`src/rtl/core/pls_pkg.sv`:
```
// ----------------------------------------------------------------------------
// pls_pkg
// Shared types and constants for the positional list store.
// ----------------------------------------------------------------------------
package pls_pkg;

  // Default capacity and read-out bound
  localparam int PLS_CAPACITY = 16;
  localparam int RESULT_LIMIT = 16;

  // Element width, and index width covering the largest allowed capacity
  localparam int VAL_W = 32;
  localparam int IDX_W = 10;

  // Request codes
  typedef enum logic [2:0] {
    REQ_INS_FRONT = 3'd0,
    REQ_INS_END   = 3'd1,
    REQ_INS_POS   = 3'd2,
    REQ_DEL_FRONT = 3'd3,
    REQ_DEL_END   = 3'd4,
    REQ_DEL_POS   = 3'd5,
    REQ_SEARCH    = 3'd6,
    REQ_READ      = 3'd7
  } req_t;

  // Result status codes
  typedef enum logic [2:0] {
    ST_DONE     = 3'd0,
    ST_BADPOS   = 3'd1,
    ST_FULL     = 3'd2,
    ST_FOUND    = 3'd3,
    ST_NOTFOUND = 3'd4,
    ST_EMPTY    = 3'd5,
    ST_ELEMENT  = 3'd6
  } status_t;

  // Per-cycle command broadcast to every cell of the chain
  typedef enum logic [1:0] {
    CELL_HOLD   = 2'd0,
    CELL_INSERT = 2'd1,
    CELL_DELETE = 2'd2,
    CELL_ROTATE = 2'd3
  } cell_op_t;

  typedef struct packed {
    cell_op_t         op;
    logic [IDX_W-1:0] k;   // 0-based slot the insert or delete acts on
  } cell_cmd_t;

endpackage

```
`src/rtl/core/positional_list_store_top.sv`:
```
// ----------------------------------------------------------------------------
// positional_list_store_top
// Ordered store of signed 32-bit values with positional insert and delete,
// search and in-order read-out, built as a ring of cells.
// ----------------------------------------------------------------------------
// The list lives in a chain of CAPACITY cells, head in cell 0. Inserts and
// deletes shift the cells from the target slot on in a single update: the
// request is accepted in S_IDLE, then S_EXEC executes it and loads the result.
// Search and read-out rotate the ring one cell per cycle past the head for a
// full turn, which restores the order; a read-out pauses the rotation while
// its next result waits on m_tready, and a search then reports in S_REPLY.
// Requests on an empty list answer from S_EXEC without a scan. A new request is
// taken only after the previous one has finished; a finished result may
// still sit in the output register while the next request is accepted.
module positional_list_store_top #(
  parameter int CAPACITY = pls_pkg::PLS_CAPACITY
) (
  input  logic        clk,
  input  logic        rst,
  input  logic        s_tvalid,
  output logic        s_tready,
  input  logic [47:0] s_tdata,   // req_type[2:0], value[34:3], position[42:35]
  output logic        m_tvalid,
  input  logic        m_tready,
  output logic [47:0] m_tdata,   // status[2:0], element[34:3],
                                 // element_index[39:35], count[44:40]
  output logic        m_tlast
);
  import pls_pkg::*;

  localparam int CW = $clog2(CAPACITY + 1);
  localparam int SW = $clog2(CAPACITY);

  typedef enum logic [1:0] {
    S_IDLE,
    S_EXEC,
    S_SCAN,
    S_REPLY
  } state_t;

  state_t             state;
  logic [CW-1:0]      count;
  req_t               req_type;
  logic [VAL_W-1:0]   req_value;
  logic [7:0]         req_pos;
  logic [SW-1:0]      step;
  logic               found;

  logic [VAL_W-1:0]   cell_data [CAPACITY];
  cell_cmd_t          cell_cmd;

  logic               slot_free;
  logic               is_empty;
  logic               is_full;
  logic               ins_ok;
  logic               del_ok;
  logic               exec_scan;
  status_t            exec_status;
  logic [CW-1:0]      count_next;
  logic               step_lt_n;
  logic               emit_step;
  logic               scan_adv;
  logic               scan_end;
  logic               step_last;
  logic               out_load;

  assign s_tready  = (state == S_IDLE);
  assign slot_free = !m_tvalid || m_tready;
  assign is_empty  = (count == '0);
  assign is_full   = (count == CW'(CAPACITY));

  // Position checks
  assign ins_ok = is_empty ? (req_pos == 8'd1)
                           : ((req_pos != 8'd0) && (int'(req_pos) <= int'(count)));
  assign del_ok = (req_pos != 8'd0) && (int'(req_pos) <= int'(count));

  // Scan bookkeeping
  assign step_lt_n = int'(step) < int'(count);
  assign emit_step = (req_type == REQ_READ) && step_lt_n && (int'(step) < RESULT_LIMIT);
  assign step_last = (int'(step) + 1 == int'(count)) || (int'(step) + 1 == RESULT_LIMIT);
  assign scan_adv  = !emit_step || slot_free;
  assign scan_end  = (step == SW'(CAPACITY - 1));

  // Output register gets a new result this cycle
  assign out_load = ((state == S_EXEC) && !exec_scan && slot_free) ||
                    ((state == S_SCAN) && scan_adv && emit_step) ||
                    ((state == S_REPLY) && slot_free);

  // Request decode and cell command
  always_comb begin
    cell_cmd    = '{op: CELL_HOLD, k: '0};
    exec_status = ST_DONE;
    exec_scan   = 1'b0;
    count_next  = count;
    case (state)
      S_EXEC: begin
        case (req_type)
          REQ_INS_FRONT: begin
            if (is_full) begin
              exec_status = ST_FULL;
            end else begin
              cell_cmd   = '{op: CELL_INSERT, k: '0};
              count_next = count + CW'(1);
            end
          end
          REQ_INS_END: begin
            if (is_full) begin
              exec_status = ST_FULL;
            end else begin
              cell_cmd   = '{op: CELL_INSERT, k: IDX_W'(count)};
              count_next = count + CW'(1);
            end
          end
          REQ_INS_POS: begin
            if (!ins_ok) begin
              exec_status = ST_BADPOS;
            end else if (is_full) begin
              exec_status = ST_FULL;
            end else begin
              cell_cmd   = '{op: CELL_INSERT, k: IDX_W'(int'(req_pos) - 1)};
              count_next = count + CW'(1);
            end
          end
          REQ_DEL_FRONT: begin
            if (is_empty) begin
              exec_status = ST_EMPTY;
            end else begin
              cell_cmd   = '{op: CELL_DELETE, k: '0};
              count_next = count - CW'(1);
            end
          end
          REQ_DEL_END: begin
            if (is_empty) begin
              exec_status = ST_EMPTY;
            end else begin
              count_next = count - CW'(1);
            end
          end
          REQ_DEL_POS: begin
            if (is_empty) begin
              exec_status = ST_EMPTY;
            end else if (!del_ok) begin
              exec_status = ST_BADPOS;
            end else begin
              cell_cmd   = '{op: CELL_DELETE, k: IDX_W'(int'(req_pos) - 1)};
              count_next = count - CW'(1);
            end
          end
          default: begin
            // search and read-out
            if (is_empty) begin
              exec_status = ST_EMPTY;
            end else begin
              exec_scan = 1'b1;
            end
          end
        endcase
        // nothing changes until the result can be loaded
        if (!slot_free && !exec_scan) begin
          cell_cmd   = '{op: CELL_HOLD, k: '0};
          count_next = count;
        end
      end
      S_SCAN: begin
        if (scan_adv) begin
          cell_cmd = '{op: CELL_ROTATE, k: '0};
        end
      end
      default: begin
      end
    endcase
  end

  // Control state and output register
  always_ff @(posedge clk) begin
    if (rst) begin
      state    <= S_IDLE;
      count    <= '0;
      m_tvalid <= 1'b0;
      step     <= '0;
      found    <= 1'b0;
    end else begin
      if (out_load) begin
        m_tvalid <= 1'b1;
      end else if (m_tready) begin
        m_tvalid <= 1'b0;
      end
      case (state)
        S_IDLE: begin
          if (s_tvalid) begin
            req_type  <= req_t'(s_tdata[2:0]);
            req_value <= s_tdata[34:3];
            req_pos   <= s_tdata[42:35];
            state     <= S_EXEC;
          end
        end
        S_EXEC: begin
          if (exec_scan) begin
            step  <= '0;
            found <= 1'b0;
            state <= S_SCAN;
          end else if (slot_free) begin
            count    <= count_next;
            m_tlast  <= 1'b1;
            m_tdata  <= {3'd0, 5'(count_next), 5'd0, {VAL_W{1'b0}}, exec_status};
            state    <= S_IDLE;
          end
        end
        S_SCAN: begin
          if (scan_adv) begin
            if (emit_step) begin
              m_tlast  <= step_last;
              m_tdata  <= {3'd0, 5'(count), 5'(int'(step) + 1), cell_data[0], ST_ELEMENT};
            end
            if ((req_type == REQ_SEARCH) && step_lt_n && (cell_data[0] == req_value)) begin
              found <= 1'b1;
            end
            if (scan_end) begin
              state <= (req_type == REQ_SEARCH) ? S_REPLY : S_IDLE;
            end else begin
              step <= step + SW'(1);
            end
          end
        end
        S_REPLY: begin
          if (slot_free) begin
            m_tlast  <= 1'b1;
            m_tdata  <= {3'd0, 5'(count), 5'd0, {VAL_W{1'b0}},
                         found ? ST_FOUND : ST_NOTFOUND};
            state    <= S_IDLE;
          end
        end
        default: begin
          state <= S_IDLE;
        end
      endcase
    end
  end

  // Ring of cells: head in cell 0, last cell wraps to the head
  for (genvar i = 0; i < CAPACITY; i++) begin : g_cell
    logic [VAL_W-1:0] left_data;
    if (i == 0) begin : g_head
      assign left_data = cell_data[0];
    end else begin : g_body
      assign left_data = cell_data[i-1];
    end
    pls_cell #(
      .IDX (i)
    ) u_cell (
      .clk        (clk),
      .cmd        (cell_cmd),
      .ins_value  (req_value),
      .left_data  (left_data),
      .right_data (cell_data[(i + 1) % CAPACITY]),
      .data       (cell_data[i])
    );
  end

  // Checks
  a_count_bound : assert property (@(posedge clk) disable iff (rst)
    int'(count) <= CAPACITY)
    else $error("element count above capacity");

  a_count_exec_only : assert property (@(posedge clk) disable iff (rst)
    (state != S_EXEC) |=> $stable(count))
    else $error("element count changed outside execute");

  a_one_at_a_time : assert property (@(posedge clk) disable iff (rst)
    (s_tvalid && s_tready) |=> !s_tready)
    else $error("request taken while one is in flight");

  a_elem_index : assert property (@(posedge clk) disable iff (rst)
    (m_tvalid && (m_tdata[2:0] == ST_ELEMENT)) |-> (m_tdata[39:35] != 5'd0))
    else $error("read-out result without element index");

  a_elem_zero : assert property (@(posedge clk) disable iff (rst)
    (m_tvalid && (m_tdata[2:0] != ST_ELEMENT)) |-> (m_tdata[39:3] == '0))
    else $error("element fields set on a non read-out result");

endmodule

```
`src/rtl/core/pls_cell.sv`:
```
// ----------------------------------------------------------------------------
// pls_cell
// One storage cell of the list chain; takes its left or right neighbor,
// the new value, or holds, as the broadcast command says.
// ----------------------------------------------------------------------------
module pls_cell #(
  parameter int IDX = 0
) (
  input  logic                     clk,
  input  pls_pkg::cell_cmd_t       cmd,
  input  logic [pls_pkg::VAL_W-1:0] ins_value,
  input  logic [pls_pkg::VAL_W-1:0] left_data,
  input  logic [pls_pkg::VAL_W-1:0] right_data,
  output logic [pls_pkg::VAL_W-1:0] data
);
  import pls_pkg::*;

  localparam logic [IDX_W-1:0] MY_IDX = IDX_W'(IDX);

  // Shift toward the tail on insert, toward the head on delete and rotate
  always_ff @(posedge clk) begin
    case (cmd.op)
      CELL_INSERT: begin
        if (MY_IDX > cmd.k) begin
          data <= left_data;
        end else if (MY_IDX == cmd.k) begin
          data <= ins_value;
        end
      end
      CELL_DELETE: begin
        if (MY_IDX >= cmd.k) begin
          data <= right_data;
        end
      end
      CELL_ROTATE: begin
        data <= right_data;
      end
      default: begin
      end
    endcase
  end

endmodule

```
`config.mk`:
```
export PLATFORM = sky130hd
export DESIGN_NAME = positional_list_store_top
export DESIGN_NICKNAME = d
export VERILOG_FILES = /design/src/rtl/core/pls_pkg.sv /design/src/rtl/core/positional_list_store_top.sv /design/src/rtl/core/pls_cell.sv
export SDC_FILE = /design/constraint.sdc
export NUM_CORES = 1
export LEC_CHECK = 0
export BUFFER_PORTS_ARGS = -buffer_cell sky130_fd_sc_hd__buf_2
export CORE_MARGIN = 5
export CORE_UTILIZATION = 35
export CTS_BUF_LIST = sky130_fd_sc_hd__clkbuf_4 sky130_fd_sc_hd__clkbuf_8
export DETAILED_ROUTE_END_ITERATION = 6
export SLEW_MARGIN = 20
export SYNTH_ARGS = -nofsm -noshare
export SYNTH_HDL_FRONTEND = slang
export SYNTH_HIERARCHICAL = 1
export SYNTH_SLANG_ARGS = --single-unit
```
`constraint.sdc`:
```
create_clock -name clk -period 8.48 [get_ports clk]
set_clock_uncertainty 0.15 [all_clocks]
set_input_delay 0.424 -clock clk [delete_from_list [all_inputs] [get_ports clk]]
set_output_delay 0.424 -clock clk [all_outputs]
set_load 0.01 [all_outputs]
```
==> impl_metrics.ini <==
[detailed_routing]
met2RoutedLength_mm = 54.0
post_drt_via_cell_ratio = 6.12
top_layer = met4
vias = 27000
drtAntennaViolNets = 0
totalWireLength_mm = 121
route.detailed.drc = 0
first_iter_violations = 2804
routed_wire_length_per_instance_um = 27.5
route.layer.met1.wl_mm = 50.9
met3WireLength_mm = 10.1
detailedRoute.firstPassIterationCount = 7

[global_route]
grt_util_all_layers_pct = 20.9
antenna_found_initial = 4
grt_overflow_total = 0
wire_length_of_the_first_global_routing_pass_mm = 179
first_global_vias = 26600
grt_max_degree = 178

[job]
max_cap_violations = 0

[critical_path]
cells_along_the_critical_path = inv_1 > ha_1 > nand4b_4 > nor4_2 > a41oi_2 > nor3_1 > o2111ai_1 > a21boi_4 > buf_4 > buf_4 > mux2_2 > mux2_1
worst_setup_path_end_kind = register
max_stage_delay_ps = 770
critical_path_buf_inv_count = 3
maximum_fanout_along_the_worst_path = 68
cpMaxStageDelayCell = sky130_fd_sc_hd__buf_4
worst_ep_arrival_time_ps = 6150
criticalPathCategory = reg -> reg
worst_path_required_ps = 8810
worstRegToRegCells = 12
critical_path_depth = 12
path_delay_family = buffers and inverters
worst_setup_path_start_kind = register
crit_path_frequent_cell = sky130_fd_sc_hd__buf_4

[yosys]
post_synthesis_cell_area_um2 = 36200
synth.top_cells.by_area = sky130_fd_sc_hd__edfxtp_1, sky130_fd_sc_hd__mux2_2, sky130_fd_sc_hd__mux2_4
synth.top_cell.area_share_pct = 49.8
synth.yosys.seq_area_share_pct = 50.5
largest_area_contributor_in_the_netlist = sky130_fd_sc_hd__edfxtp_1
yosys_most_used_dff = sky130_fd_sc_hd__edfxtp_1
synth_seq_cells = 614
count_of_flip_flops_with_a_built_in_enable_after_synthesis = 601
synth_warnings = 6
async_sr_flop_fraction_pct = 0
synth_cells = 2875
number_of_distinct_library_cells_after_synthesis = 97
postSynthAreaPerCell_um2 = 12.6

[layout]
final_core_util_pct = 39.4
layout_cell_share_with_drive_strength_beyond_1_pct = 28.9
fillers = 9833
layout.cells.most_common_list = sky130_fd_sc_hd__edfxtp_1, sky130_fd_sc_hd__mux2_2, sky130_fd_sc_hd__nor2b_1
final_nets = 3024
layout-area-overhead-vs-synth_pct = 12.0
stdcell_area_um2 = 40600
final_common_cell = sky130_fd_sc_hd__edfxtp_1

[power]
total_switching_power_mw = 1.51
fin_total_pwr_mw = 6.41
power_density_nw_per_um2 = 158
leakagePower_nw = 13.4
seq_power_share_pct = 52.5
comb_power_share_pct = 3.7
swShare_pct = 23.6
pwr-share-clk_pct = 43.8
p_int_mw = 4.90
worst_ir_drop_vdd_mv = 0.141

[timing]
grt_setup_unrepaired = no
worstMarginPinSlew_ps = 1190
final_hold_viol_count = 0
final_min_period_over_clock_period_pct = 68.6
holdWs_ps = 113
setup-tns-final_ps = 0
count_of_final_setup_violators = 0
max_slew_margin_pct = 20.8
drv_slew = 0
finalWorstPathRequiredPeriod_ps = 5820
clock.fmax_mhz = 172

[min_path]
kind_of_path_behind_the_tightest_hold_check = in -> reg
worst_hold_path.num_cells = 3

[floorplanning]
initial_core_util_pct = 35.1
floorplan.die.width_um = 332
core_area_um2 = 103000
pin_count = 103
placement_rows = 118
die_h_um = 332
floorplan.die_area_um2 = 110000

[place]
placed_area_um2 = 38100
numPortBuffers = 94
detailedPlacementHpwl_mm = 72.6
gp_congestion = 0.896

[clocking]
worstSkewPairLatency_ps = 760
cts_made_buffers = 104
clkSinkCount = 614
number_of_hold_buffers_added_after_cts = 45
cts-root-buf = sky130_fd_sc_hd__clkbuf_8
cts_resized = 0
clkSlewWorstSetupHoldPaths_ps = 60
clockBufferDepth = 3
cts_tree = built
h-tree-depth = 3
cts_setup_buffers = 0

[run_status]
status = complete, no violations
-- cells in the mapped netlist (all sizes together), types with 5 or more instances --
cell type / number
nor2: 63
inv: 52
nor4: 26
a221o: 64
a21oi: 148
a32o: 7
xor2: 19
a41oi: 151
maj3: 8
edfxtp: 601
a311oi: 5
a31oi: 49
and3: 8
nand4: 16
nand3: 28
nand2b: 36
clkbuf: 155
and2: 101
buf: 127
o22ai: 9
o311ai: 35
nor2b: 167
a2bb2oi: 47
o2111ai: 33
o21ai: 54
nand4b: 35
o211ai: 39
nor3: 18
or4: 12
or2: 9
o31ai: 164
mux2: 291
mux2i: 96
o21a: 5
xnor2: 24
dfxtp: 13
ha: 21
nand2: 91
-- cells by family (layout without fill, tap and decap cells) --
| group | after synthesis | in the layout | synth area share [%] |
|---|---|---|---|
| AOI/OAI and AO/OA | 843 | 843 | 19.2 |
| and+or+nand+nor | 623 | 623 | 10.7 |
| DFF | 614 | 614 | 50.5 |
| muxes | 387 | 387 | 12.9 |
| buffers and inverters | 335 | 489 | 4.65 |
| xor gates and xnor gates | 43 | 43 | 1.04 |
| adders and majority gates | 29 | 29 | 0.946 |
| other | 1 | 6 | 0.0103 |
-- final cells by class --
cell class	instances	area (um2)	share of cell area (%)
clock buffers	137	1700	4.18
repair buffers	250	1790	4.41
multi-input cells	1928	16500	40.6
inverters	53	199	0.490
well taps	1380	1730	4.25
clock inverters	49	402	0.989
flip-flops and latches	614	18300	45.1
diodes	3	7.51	0.0185
-- worst min-delay path, stage by stage --
cell and delay (ps):
sky130_fd_sc_hd__buf_2 80, sky130_fd_sc_hd__nand2b_1 320, sky130_fd_sc_hd__a31oi_1 140
-- metal layers --
layer / vias up / track usage (%)
li1: 11700 / -
met1: 13600 / 28.4
met2: 1495 / 32.2
met3: 296 / 3.77
met4: 0 / 10.7
met5: - / 0
-- flip-flops by register name, indices dropped and copies added, names as in the netlist --
signal,count
m_tdata,45
m_tvalid,1
m_tlast,1
count,5
state,2
step,4
req_pos,8
req_value,32
g_cell.u_cell/data,512
req_type,3
found,1
-- power groups by stage --
stage          logic (mW)  registers [mW]  clock network, mW
2_1_floorplan       0.108            3.44                  0
3_3_place_gp        0.216            3.43                  0
3_5_place_dp        0.218            3.43                  0
4_1_cts             0.235            3.36               2.86
5_1_grt             0.252            3.37               3.01
6_report            0.238            3.36               2.81
-- stage by stage --
| stage | setup WS, ps | instances |
|---|---|---|
| after floorplan | 684 | 2877 |
| after global placement | 2430 | 4179 |
| after detailed placement | 2400 | 4180 |
| after CTS | 2360 | 4411 |
| after global routing | 2410 | 4413 |
| final | 2660 | 4414 |
-- worst paths after layout --
kind / from / to / slack, ps
max: count[3]$_SDFFE_PP0P_ / g_cell[3].u_cell/data[28]$_DFFE_PP_ / 2660
min: m_tready / m_tvalid$_SDFFE_PP0P_ / 110
max reg2reg: count[3]$_SDFFE_PP0P_ / g_cell[3].u_cell/data[28]$_DFFE_PP_ / 2660
min reg2reg: found$_SDFFE_PP0P_ / found$_SDFFE_PP0P_ / 410
(Power assumes the default switching activity.)
